===== src/design/edf_pkg.sv =====
// Shared types and constants for the EDF task scheduler.
// No dependencies; imported by every module of the block.
package edf_pkg;
   localparam int MaxTasks  = 16;
   localparam int TimeWidth = 32;
   localparam int SlotW     = $clog2(MaxTasks);
   localparam int CountW    = $clog2(MaxTasks + 1);

   localparam logic [1:0] CMD_TICK   = 2'd0;
   localparam logic [1:0] CMD_CREATE = 2'd1;
   localparam logic [1:0] CMD_SWITCH = 2'd2;
   localparam logic [1:0] CMD_UNUSED = 2'd3;

   typedef logic [SlotW-1:0]     slot_type;
   typedef logic [CountW-1:0]    count_type;
   typedef logic [TimeWidth-1:0] time_type;

   // controller -> datapath
   typedef struct packed {
      logic load;        // capture input beat, clear result flags
      logic tick;        // advance clock
      logic find_free;   // search free slot, claim, queue it
      logic finish;      // requeue or retire running task
      logic rt_scan;     // examine one rt list entry (index scan_idx)
      logic rt_shift;    // remove entry at scan_idx, shift the tail
      logic fifo_pop;    // dispatch fifo head
      logic set_wait;
      logic set_none;
      logic clr_wait;
      logic clr_run;
   } cmd_type;

   // datapath -> controller
   typedef struct packed {
      logic      wait_flag;
      logic      scan_hit;   // entry at scan_idx released
      logic      scan_end;   // scan_idx reached rt_count
      logic      fifo_nz;
      logic      rt_nz;
      logic      ins_busy;   // rt insertion (search or shift) in progress
      logic      shift_busy; // removal shift in progress
   } status_type;
endpackage


===== src/design/edf_datapath.sv =====
// Datapath of the EDF scheduler: clock, slot table, sorted rt list, fifo.
// Depends on edf_pkg; driven by edf_control through cmd_type.
module edf_datapath (
   input  logic                  clock,
   input  logic                  reset,
   input  edf_pkg::cmd_type      cmd,
   input  logic                  in_rt,
   input  logic [23:0]           in_start,
   input  logic [23:0]           in_deadline,
   input  logic                  in_still,
   output edf_pkg::status_type   status,
   output logic                  o_dispatch,
   output logic [3:0]            o_slot,
   output logic                  o_is_rt,
   output logic                  o_fail,
   output logic                  o_wait,
   output logic                  o_none,
   output logic [15:0]           o_met,
   output logic [15:0]           o_miss,
   output logic [31:0]           o_now
);
   import edf_pkg::*;

   time_type  clock_ff, clock_in;
   logic [MaxTasks-1:0] used_ff, used_in;
   logic [MaxTasks-1:0] rtf_ff, rtf_in;
   time_type  rel_ff [MaxTasks];
   time_type  due_ff [MaxTasks];
   slot_type  order_ff [MaxTasks];
   slot_type  fifo_ff [MaxTasks];
   count_type rtc_ff, rtc_in;
   slot_type  head_ff, head_in;
   count_type fc_ff, fc_in;
   slot_type  run_ff, run_in;
   logic      runv_ff, runv_in;
   logic      wait_ff, wait_in;
   logic [15:0] met_ff, met_in, miss_ff, miss_in;
   count_type scan_ff, scan_in;
   // insertion: walk pos upward; shift one entry per cycle from the tail
   logic      ins_ff, ins_in;
   count_type ipos_ff, ipos_in;
   count_type ik_ff, ik_in;
   logic      isrch_ff, isrch_in;
   slot_type  islot_ff, islot_in;
   logic      shf_ff, shf_in;
   logic      disp_ff, disp_in, isrt_ff, isrt_in, fail_ff, fail_in;
   logic      ow_ff, ow_in, on_ff, on_in;
   slot_type  oslot_ff, oslot_in;

   logic      free_found;
   slot_type  free_slot;
   time_type  rel_new, due_new;
   logic      wr_slot;
   logic      ord_wr;
   slot_type  ord_idx, ord_val;
   logic      fifo_wr;
   slot_type  fifo_idx, fifo_val;
   logic      ins_start;
   slot_type  ins_start_slot;

   always_comb begin
      free_found = 1'b0;
      free_slot  = '0;
      for (int i = MaxTasks - 1; i >= 0; i--) begin
         if (!used_ff[i]) begin
            free_found = 1'b1;
            free_slot  = slot_type'(i);
         end
      end
   end

   assign rel_new = clock_ff + time_type'(in_start);
   assign due_new = rel_new + time_type'(in_deadline);

   always_comb begin
      clock_in = clock_ff;  used_in = used_ff;  rtf_in = rtf_ff;
      rtc_in = rtc_ff;  head_in = head_ff;  fc_in = fc_ff;
      run_in = run_ff;  runv_in = runv_ff;  wait_in = wait_ff;
      met_in = met_ff;  miss_in = miss_ff;  scan_in = scan_ff;
      ins_in = ins_ff;  ipos_in = ipos_ff;  ik_in = ik_ff;
      isrch_in = isrch_ff;  islot_in = islot_ff;  shf_in = shf_ff;
      disp_in = disp_ff;  isrt_in = isrt_ff;  fail_in = fail_ff;
      ow_in = ow_ff;  on_in = on_ff;  oslot_in = oslot_ff;
      wr_slot = 1'b0;  ord_wr = 1'b0;  ord_idx = '0;  ord_val = '0;
      fifo_wr = 1'b0;  fifo_idx = '0;  fifo_val = '0;
      ins_start = 1'b0;  ins_start_slot = '0;

      if (cmd.load) begin
         disp_in = 1'b0; isrt_in = 1'b0; fail_in = 1'b0;
         ow_in = 1'b0; on_in = 1'b0; oslot_in = '0; scan_in = '0;
      end
      if (cmd.tick) clock_in = clock_ff + time_type'(1);
      if (cmd.find_free) begin
         if (!free_found) begin
            fail_in = 1'b1;
         end else begin
            used_in[free_slot] = 1'b1;
            oslot_in = free_slot;
            wr_slot = 1'b1;
            rtf_in[free_slot] = in_rt;
            if (in_rt) begin
               ins_start = 1'b1;
               ins_start_slot = free_slot;
            end else if (fc_ff < count_type'(MaxTasks)) begin
               fifo_wr = 1'b1;
               fifo_idx = head_ff + slot_type'(fc_ff);
               fifo_val = free_slot;
               fc_in = fc_ff + count_type'(1);
            end
         end
      end
      if (cmd.finish) begin
         if (runv_ff) begin
            if (in_still) begin
               if (rtf_ff[run_ff]) begin
                  ins_start = 1'b1;
                  ins_start_slot = run_ff;
               end else if (fc_ff < count_type'(MaxTasks)) begin
                  fifo_wr = 1'b1;
                  fifo_idx = head_ff + slot_type'(fc_ff);
                  fifo_val = run_ff;
                  fc_in = fc_ff + count_type'(1);
               end
            end else begin
               if (rtf_ff[run_ff]) begin
                  if (clock_ff <= due_ff[run_ff]) begin
                     if (met_ff != 16'hFFFF) met_in = met_ff + 16'd1;
                  end else if (miss_ff != 16'hFFFF) begin
                     miss_in = miss_ff + 16'd1;
                  end
               end
               used_in[run_ff] = 1'b0;
            end
         end
      end
      if (cmd.clr_run) runv_in = 1'b0;
      if (ins_start && rtc_ff < count_type'(MaxTasks)) begin
         ins_in = 1'b1; isrch_in = 1'b1; ipos_in = '0;
         islot_in = ins_start_slot;
      end
      // insertion engine: search phase then one shift per cycle
      if (ins_ff) begin
         if (isrch_ff) begin
            if (ipos_ff < rtc_ff &&
                due_ff[order_ff[ipos_ff[SlotW-1:0]]] <= due_ff[islot_ff]) begin
               ipos_in = ipos_ff + count_type'(1);
            end else begin
               isrch_in = 1'b0;
               ik_in = rtc_ff;
            end
         end else if (ik_ff > ipos_ff) begin
            ord_wr = 1'b1;
            ord_idx = ik_ff[SlotW-1:0];
            ord_val = order_ff[ik_ff[SlotW-1:0] - slot_type'(1)];
            ik_in = ik_ff - count_type'(1);
         end else begin
            ord_wr = 1'b1;
            ord_idx = ipos_ff[SlotW-1:0];
            ord_val = islot_ff;
            rtc_in = rtc_ff + count_type'(1);
            ins_in = 1'b0;
         end
      end
      if (cmd.rt_scan && !status.scan_hit) scan_in = scan_ff + count_type'(1);
      if (cmd.rt_shift) begin
         run_in = order_ff[scan_ff[SlotW-1:0]];
         runv_in = 1'b1;
         disp_in = 1'b1; isrt_in = 1'b1;
         oslot_in = order_ff[scan_ff[SlotW-1:0]];
         wait_in = 1'b0;
         shf_in = 1'b1;
      end
      if (shf_ff) begin
         if (scan_ff + count_type'(1) < rtc_ff) begin
            ord_wr = 1'b1;
            ord_idx = scan_ff[SlotW-1:0];
            ord_val = order_ff[scan_ff[SlotW-1:0] + slot_type'(1)];
            scan_in = scan_ff + count_type'(1);
         end else begin
            rtc_in = rtc_ff - count_type'(1);
            shf_in = 1'b0;
         end
      end
      if (cmd.fifo_pop) begin
         run_in = fifo_ff[head_ff];
         runv_in = 1'b1;
         disp_in = 1'b1; isrt_in = 1'b0;
         oslot_in = fifo_ff[head_ff];
         head_in = head_ff + slot_type'(1);
         fc_in = fc_ff - count_type'(1);
         wait_in = 1'b0;
      end
      if (cmd.set_wait) begin wait_in = 1'b1; ow_in = 1'b1; end
      if (cmd.set_none) begin wait_in = 1'b0; on_in = 1'b1; end
      if (cmd.clr_wait) wait_in = 1'b0;
   end

   always_ff @(posedge clock) begin
      if (reset) begin
         clock_ff <= '0; used_ff <= '0; rtc_ff <= '0; head_ff <= '0;
         fc_ff <= '0; run_ff <= '0; runv_ff <= 1'b0; wait_ff <= 1'b0;
         met_ff <= '0; miss_ff <= '0; ins_ff <= 1'b0; shf_ff <= 1'b0;
         isrch_ff <= 1'b0;
      end else begin
         clock_ff <= clock_in; used_ff <= used_in; rtc_ff <= rtc_in;
         head_ff <= head_in; fc_ff <= fc_in; run_ff <= run_in;
         runv_ff <= runv_in; wait_ff <= wait_in; met_ff <= met_in;
         miss_ff <= miss_in; ins_ff <= ins_in; shf_ff <= shf_in;
         isrch_ff <= isrch_in;
      end
   end

   always_ff @(posedge clock) begin
      rtf_ff <= rtf_in; scan_ff <= scan_in; ipos_ff <= ipos_in; ik_ff <= ik_in;
      islot_ff <= islot_in; disp_ff <= disp_in; isrt_ff <= isrt_in;
      fail_ff <= fail_in; ow_ff <= ow_in; on_ff <= on_in; oslot_ff <= oslot_in;
      if (wr_slot) begin
         rel_ff[free_slot] <= in_rt ? rel_new : '0;
         due_ff[free_slot] <= in_rt ? due_new : '0;
      end
      if (ord_wr) order_ff[ord_idx] <= ord_val;
      if (fifo_wr) fifo_ff[fifo_idx] <= fifo_val;
   end

   always_comb begin
      status.wait_flag  = wait_ff;
      status.scan_end   = (scan_ff >= rtc_ff);
      status.scan_hit   = !status.scan_end &&
                          (rel_ff[order_ff[scan_ff[SlotW-1:0]]] <= clock_ff);
      status.fifo_nz    = (fc_ff != '0);
      status.rt_nz      = (rtc_ff != '0);
      status.ins_busy   = ins_ff;
      status.shift_busy = shf_ff;
   end

   assign o_dispatch = disp_ff;
   assign o_slot     = 4'(oslot_ff);
   assign o_is_rt    = isrt_ff;
   assign o_fail     = fail_ff;
   assign o_wait     = ow_ff;
   assign o_none     = on_ff;
   assign o_met      = met_ff;
   assign o_miss     = miss_ff;
   assign o_now      = clock_ff[31:0];
endmodule


===== src/design/edf_control.sv =====
// Sequencer of the EDF scheduler: steps one event through the datapath.
// Depends on edf_pkg; commands edf_datapath, owns the channel handshake.
module edf_control (
   input  logic                 clock,
   input  logic                 reset,
   input  logic                 req_valid,
   output logic                 req_stall,
   input  logic [1:0]           req_cmd,
   output logic                 rsp_valid,
   input  logic                 rsp_stall,
   input  edf_pkg::status_type  status,
   output edf_pkg::cmd_type     cmd
);
   import edf_pkg::*;

   localparam logic [2:0] ST_IDLE  = 3'd0;
   localparam logic [2:0] ST_EXEC  = 3'd1;
   localparam logic [2:0] ST_INS   = 3'd2;
   localparam logic [2:0] ST_SCAN  = 3'd3;
   localparam logic [2:0] ST_SHIFT = 3'd4;
   localparam logic [2:0] ST_OUT   = 3'd5;

   logic [2:0] state_ff, state_in;
   logic [1:0] op_ff, op_in;
   logic       wasw_ff, wasw_in;
   logic       vld_ff, vld_in;

   assign req_stall = (state_ff != ST_IDLE) || vld_ff;
   assign rsp_valid = vld_ff;

   always_comb begin
      state_in = state_ff; op_in = op_ff; wasw_in = wasw_ff;
      vld_in = vld_ff && rsp_stall;
      cmd = '0;
      case (state_ff)
         ST_IDLE: if (req_valid && !req_stall) begin
            cmd.load = 1'b1;
            op_in = req_cmd;
            wasw_in = status.wait_flag;
            state_in = ST_EXEC;
         end
         ST_EXEC: begin
            case (op_ff)
               CMD_TICK: begin
                  cmd.tick = 1'b1;
                  state_in = wasw_ff ? ST_SCAN : ST_OUT;
               end
               CMD_CREATE: begin
                  cmd.find_free = 1'b1;
                  state_in = ST_INS;
               end
               CMD_SWITCH: begin
                  if (!wasw_ff) cmd.finish = 1'b1;
                  cmd.clr_run = 1'b1;
                  state_in = ST_INS;
               end
               default: state_in = ST_OUT;
            endcase
         end
         ST_INS: if (!status.ins_busy) begin
            state_in = (op_ff == CMD_SWITCH) ? ST_SCAN : ST_OUT;
         end
         ST_SCAN: begin
            cmd.rt_scan = 1'b1;
            if (status.scan_hit) begin
               cmd.rt_shift = 1'b1;
               state_in = ST_SHIFT;
            end else if (status.scan_end) begin
               if (status.fifo_nz) cmd.fifo_pop = 1'b1;
               else if (status.rt_nz) cmd.set_wait = 1'b1;
               else cmd.set_none = 1'b1;
               state_in = ST_OUT;
            end
         end
         ST_SHIFT: if (!status.shift_busy) state_in = ST_OUT;
         ST_OUT: begin
            vld_in = 1'b1;
            state_in = ST_IDLE;
         end
         default: state_in = ST_IDLE;
      endcase
   end

   always_ff @(posedge clock) begin
      if (reset) begin
         state_ff <= ST_IDLE; vld_ff <= 1'b0;
      end else begin
         state_ff <= state_in; vld_ff <= vld_in;
      end
   end
   always_ff @(posedge clock) begin
      op_ff <= op_in; wasw_ff <= wasw_in;
   end
endmodule


===== src/design/edf_task_scheduler.sv =====
// EDF task scheduler with a background FIFO: top level.
// Each event is stepped by edf_control: a create queues the new task, a tick that was
// waiting retries dispatch, and a switch requeues or retires the running task and scans.
// One event at a time: the next beat is taken only once the result has been taken.
// Reset (synchronous, active high) clears clock, counters, queues and slot use.
module edf_task_scheduler (
   input  logic         clock,
   input  logic         reset,
   input  logic         req_valid,
   output logic         req_stall,
   input  logic [1:0]   req_cmd,
   input  logic         req_is_realtime,
   input  logic [23:0]  req_start_offset_ms,
   input  logic [23:0]  req_deadline_offset_ms,
   input  logic         req_still_running,
   output logic         rsp_valid,
   input  logic         rsp_stall,
   output logic         rsp_dispatch_valid,
   output logic [3:0]   rsp_task_slot,
   output logic         rsp_task_is_realtime,
   output logic         rsp_create_failed,
   output logic         rsp_waiting,
   output logic         rsp_none_left,
   output logic [15:0]  rsp_met_count,
   output logic [15:0]  rsp_miss_count,
   output logic [31:0]  rsp_now_ms
);
   import edf_pkg::*;

   cmd_type    cmd;
   status_type status;
   // input beat captured at accept; payload of the request holds while
   // stalled, but the event runs after accept, so latch the fields
   logic        rt_ff;
   logic [23:0] st_ff, dl_ff;
   logic        still_ff;

   always_ff @(posedge clock) begin
      if (cmd.load) begin
         rt_ff <= req_is_realtime; st_ff <= req_start_offset_ms;
         dl_ff <= req_deadline_offset_ms; still_ff <= req_still_running;
      end
   end

   edf_control u_ctl (
      .clock, .reset, .req_valid, .req_stall, .req_cmd,
      .rsp_valid, .rsp_stall, .status, .cmd
   );

   edf_datapath u_dp (
      .clock, .reset, .cmd,
      .in_rt(rt_ff), .in_start(st_ff), .in_deadline(dl_ff),
      .in_still(still_ff), .status,
      .o_dispatch(rsp_dispatch_valid), .o_slot(rsp_task_slot),
      .o_is_rt(rsp_task_is_realtime), .o_fail(rsp_create_failed),
      .o_wait(rsp_waiting), .o_none(rsp_none_left),
      .o_met(rsp_met_count), .o_miss(rsp_miss_count), .o_now(rsp_now_ms)
   );

   // outcome flags of one beat are exclusive
   assert property (@(posedge clock) disable iff (reset)
      rsp_valid |-> $onehot0({rsp_dispatch_valid, rsp_create_failed,
                              rsp_waiting, rsp_none_left}))
      else $error("conflicting outcome flags");
   // no new event while a result is still pending
   assert property (@(posedge clock) disable iff (reset)
      rsp_valid |-> req_stall)
      else $error("accept while result pending");
   // met count never decreases
   assert property (@(posedge clock) disable iff (reset)
      !$past(reset) |-> rsp_met_count >= $past(rsp_met_count))
      else $error("met count decreased");
endmodule


===== config.mk =====
export PLATFORM = sky130hd
export DESIGN_NAME = edf_task_scheduler
export DESIGN_NICKNAME = d
export VERILOG_FILES = /design/src/design/edf_pkg.sv /design/src/design/edf_datapath.sv /design/src/design/edf_control.sv /design/src/design/edf_task_scheduler.sv
export SDC_FILE = /design/constraint.sdc
export NUM_CORES = 2
export LEC_CHECK = 0
export ABC_AREA = 0
export BUFFER_PORTS_ARGS = -buffer_cell sky130_fd_sc_hd__clkbuf_2
export CELL_PAD_IN_SITES_DETAIL_PLACEMENT = 1
export CELL_PAD_IN_SITES_GLOBAL_PLACEMENT = 1
export CORE_ASPECT_RATIO = 0.5
export CORE_MARGIN = 2
export CORE_UTILIZATION = 55
export CTS_CLUSTER_SIZE = 10
export DETAILED_ROUTE_END_ITERATION = 8
export PLACE_DENSITY = 0.78
export SYNTH_ARGS = -nofsm -noshare
export SYNTH_HDL_FRONTEND = slang
export SYNTH_HIERARCHICAL = 1
export SYNTH_SLANG_ARGS = --single-unit

===== constraint.sdc =====
create_clock -name clock -period 5.9 [get_ports clock]
set_input_delay 0.885 -clock clock [delete_from_list [all_inputs] [get_ports clock]]
set_output_delay 0.885 -clock clock [all_outputs]
set_load 0.03 [all_outputs]

==> results.cfg <==
[placed_design]
postPlaceCellArea_um2 = 72200
gp_congestion = 0.940
portBuffers = 130
hpwlAfterDp_um = 130000
dpl.cell_count = 5843

[logic_synthesis]
yosysUniqueCellTypes = 89
ys_ff_latch = 1368
synth_seq_area_share_pct = 58.3
synthCells = 4085
synthArstFlopShare_pct = 0
synth_top_area_cell = edfxtp_1
synth_top_area_share_pct = 54.3
synth_area_um2 = 68100
synth_edf_count = 1230
syn-num-nets = 4327
netlist_top_cells_area = edfxtp_1 (54%), mux4_2 (22%), dfxtp_1 (4.1%)
synthFlopType = edfxtp_1
syn_area_per_cell_um2 = 16.7
synth_warnings = 6
ys_top_cells_by_count = edfxtp_1 (1230), mux4_2 (677), nor2_1 (222), ha_1 (183), nand2_1 (162)
synth_most_common_cell = edfxtp_1

[clock_network]
cts_root_buffer = clkbuf_16
cts_tree = done
clock_latency_ps = 810
clkTransAtPathRegs_ps = 60
cts.sinks = 1368
hold_buffers = 0
cts_buffers = 155
cts-htree-levels = 4
clock_path_buffers = 3

[global_route]
overflow = 0
grt_pass1_wl_um = 315000
grt_pass1_vias = 45488
grt_max_degree = 71
antenna_found_initial = 2
grt_util_all_layers_pct = 34.6

[critical_path]
reg2reg_slack_ps = -170
critical_path_arrival_ps = 6740
path_class = flip-flop to flip-flop
crit_required_ps = 6570
slowest_delay_ps = 690
r2r_cells = 21
cpMaxStageDelayCell = mux4_4
end_kind = flip-flop
crit_fanout = 7
path_cells = mux4_2, mux4_4, buf_12, buf_16, buf_8, buf_6, mux4_2, mux2_2, nand2_1, o21ai_1, ha_1, nand4_1, nor4_4, or3b_4, a21oi_4, nand2b_4, nor3_4, buf_6, buf_4, o21a_1, nor2_1
cp-start-kind = flip-flop

[status]
violations = setup timing
outcome = complete, but fails checks

[drt]
drtAntennaViolNets = 0
wl_met2_um = 109000
finalWirelength_um = 229000
drc = 0
vias = 44741
met1_length_um = 81600
maxUsedRoutingLayer = met5
firstDrtPassIters = 6
first_iter_violations = 6003
wire_per_inst_um = 37.2
viasPerCell = 7.26
wl_met3_um = 28000

[sta]
skew_ps = 41.7
period_share_pct = 103
fmax_ghz = 0.165
setup_viol = 31
grt_setup_unrepaired = true
whs_ps = 275
slew_headroom_pct = 10.9
tightest_slew_ps = 1330
tns_ps = -2560
period_minus_slack_ps = 6070
postLayoutSetupSlackWorst_ps = -173
hold_violations = 0
finalMaxSlewViolations = 0

[worst_hold_path]
hold_depth = 1
min_path_type = input pin to flip-flop

[floorplanning]
boundaryPins = 131
die_w_um = 501
core_um2 = 123000
dieArea_um2 = 127000
die_y_um = 253
num_rows = 91
initial_utilization_pct = 55.3

[power_and_ir_drop]
clockPowerShare_pct = 29.8
intPower_mw = 20.5
leakage_nw = 26.4
power_density_nw_per_um2 = 386
p_comb_share_pct = 32.7
pwr-share-seq_pct = 37.4
switching_power_mw = 9.72
vdd_drop_max_mv = 0.259
power_mw = 30.2
swShare_pct = 32.2

[run]
maxCapViolCount = 0

[layout]
syn_to_final_growth_pct = 14.8
nNetsFinal = 4692
stdcell_count = 6163
final_cell_area_um2 = 78100
drive_gt1_share_pct = 32.8
fillers = 10659
critical path, delay by kind of cell, from the launching register on:
family          cells  cell delay (ps)
fa+ha+maj           1              350
flops               1              480
simple gates        7             1630
buf+inv             6              930
compound gates      3              600
mux                 4             1920
power by group through the flow:
| stage | combinational (mW) | sequential (mW) | clock (mW) |
|---|---|---|---|
| final | 9.88 | 11.3 | 9.00 |
| after global routing | 10.3 | 11.3 | 9.35 |
| after CTS | 8.83 | 11.3 | 8.88 |
| after detailed placement | 8.23 | 11.5 | 0 |
| after global placement | 7.92 | 11.5 | 0 |
| after floorplan | 5.52 | 11.4 | 0 |
state kept, by name, summed over array words and instances, names as in the netlist, 5 cells and up, named ones only:
register / flops
dl_ff: 24
st_ff: 24
u_dp/due_ff: 512
u_dp/fc_ff: 5
u_dp/fifo_ff: 64
u_dp/ik_ff: 5
u_dp/ipos_ff: 5
u_dp/o_met: 16
u_dp/o_miss: 16
u_dp/o_now: 32
u_dp/order_ff: 64
u_dp/rel_ff: 512
u_dp/rtc_ff: 5
u_dp/rtf_ff: 16
u_dp/scan_ff: 5
u_dp/used_ff: 16
area by class of cell:
type | count | area [µm²] | area share [%]
clock buffers | 228 | 4180 | 5.35
diodes | 1 | 2.50 | 0.00320
multi-input cells | 2338 | 27400 | 35.0
flip-flops and latches | 1368 | 39700 | 50.8
inverters | 158 | 593 | 0.759
well taps | 1627 | 2040 | 2.61
clock inverters | 14 | 203 | 0.259
repair buffers | 429 | 4020 | 5.14
repair_timing:
item	4_1_cts	5_1_grt
cloned	6	12
hold endpoints to repair	0	0
pin swaps	15	29
resized for setup	54	81
endpoints found under the setup margin	48	173
buffers inserted	23	38
routing by layer:
layer  vias to the layer above  GRT usage, %
met3                       663          7.78
li1                      17401             -
met1                     23416          46.7
met4                         2          13.9
met2                      3259          55.2
met5                         -             0
cells in the final DEF, fill, tap and decap left out, drive strengths merged, types with 27 or more instances in the layout:
cell type	Yosys	layout
a21o	65	65
a21oi	125	125
and2	33	33
buf	87	286
clkbuf	134	368
dfxtp	138	138
edfxtp	1230	1230
ha	183	183
inv	156	163
mux2	82	82
mux2i	84	84
mux4	677	677
nand2	162	162
nand2b	30	30
nand3	68	68
nand4	38	38
nor2	224	224
nor3	42	42
o21a	32	32
o21ai	139	139
xnor2	73	73
xor2	27	27
logic make-up (layout without fill, tap and decap cells):
| family | count (synthesis) | after routing | synth area share (%) |
|---|---|---|---|
| compound gates | 484 | 484 | 4.55 |
| xor+xnor | 100 | 100 | 1.29 |
| fa+ha+maj | 186 | 186 | 3.45 |
| buf+inv | 379 | 829 | 2.24 |
| flops | 1368 | 1368 | 58.3 |
| mux | 843 | 843 | 25.0 |
| other cells | 1 | 2 | 0.00551 |
| simple gates | 724 | 724 | 5.14 |
path summary, 6_finish.rpt:
path / start / to
min reg2reg: u_dp/o_dispatch / u_dp/o_dispatch
min: req_start_offset_ms[10] / st_ff[10]
max: u_dp/order_ff[1][0] / flip-flop
max reg2reg: u_dp/order_ff[1][0] / flip-flop
stage by stage:
| step | utilization (%) | setup slack, ps |
|---|---|---|
| global route | 63.5 | -206 |
| finish | 63.5 | -173 |
| detailed placement | 58.7 | -549 |
| global placement | 58.7 | -309 |
| CTS | 62.8 | -7.65 |
| floorplan | - | 508 |
No activity file was read; power rests on OpenSTA's default activity.
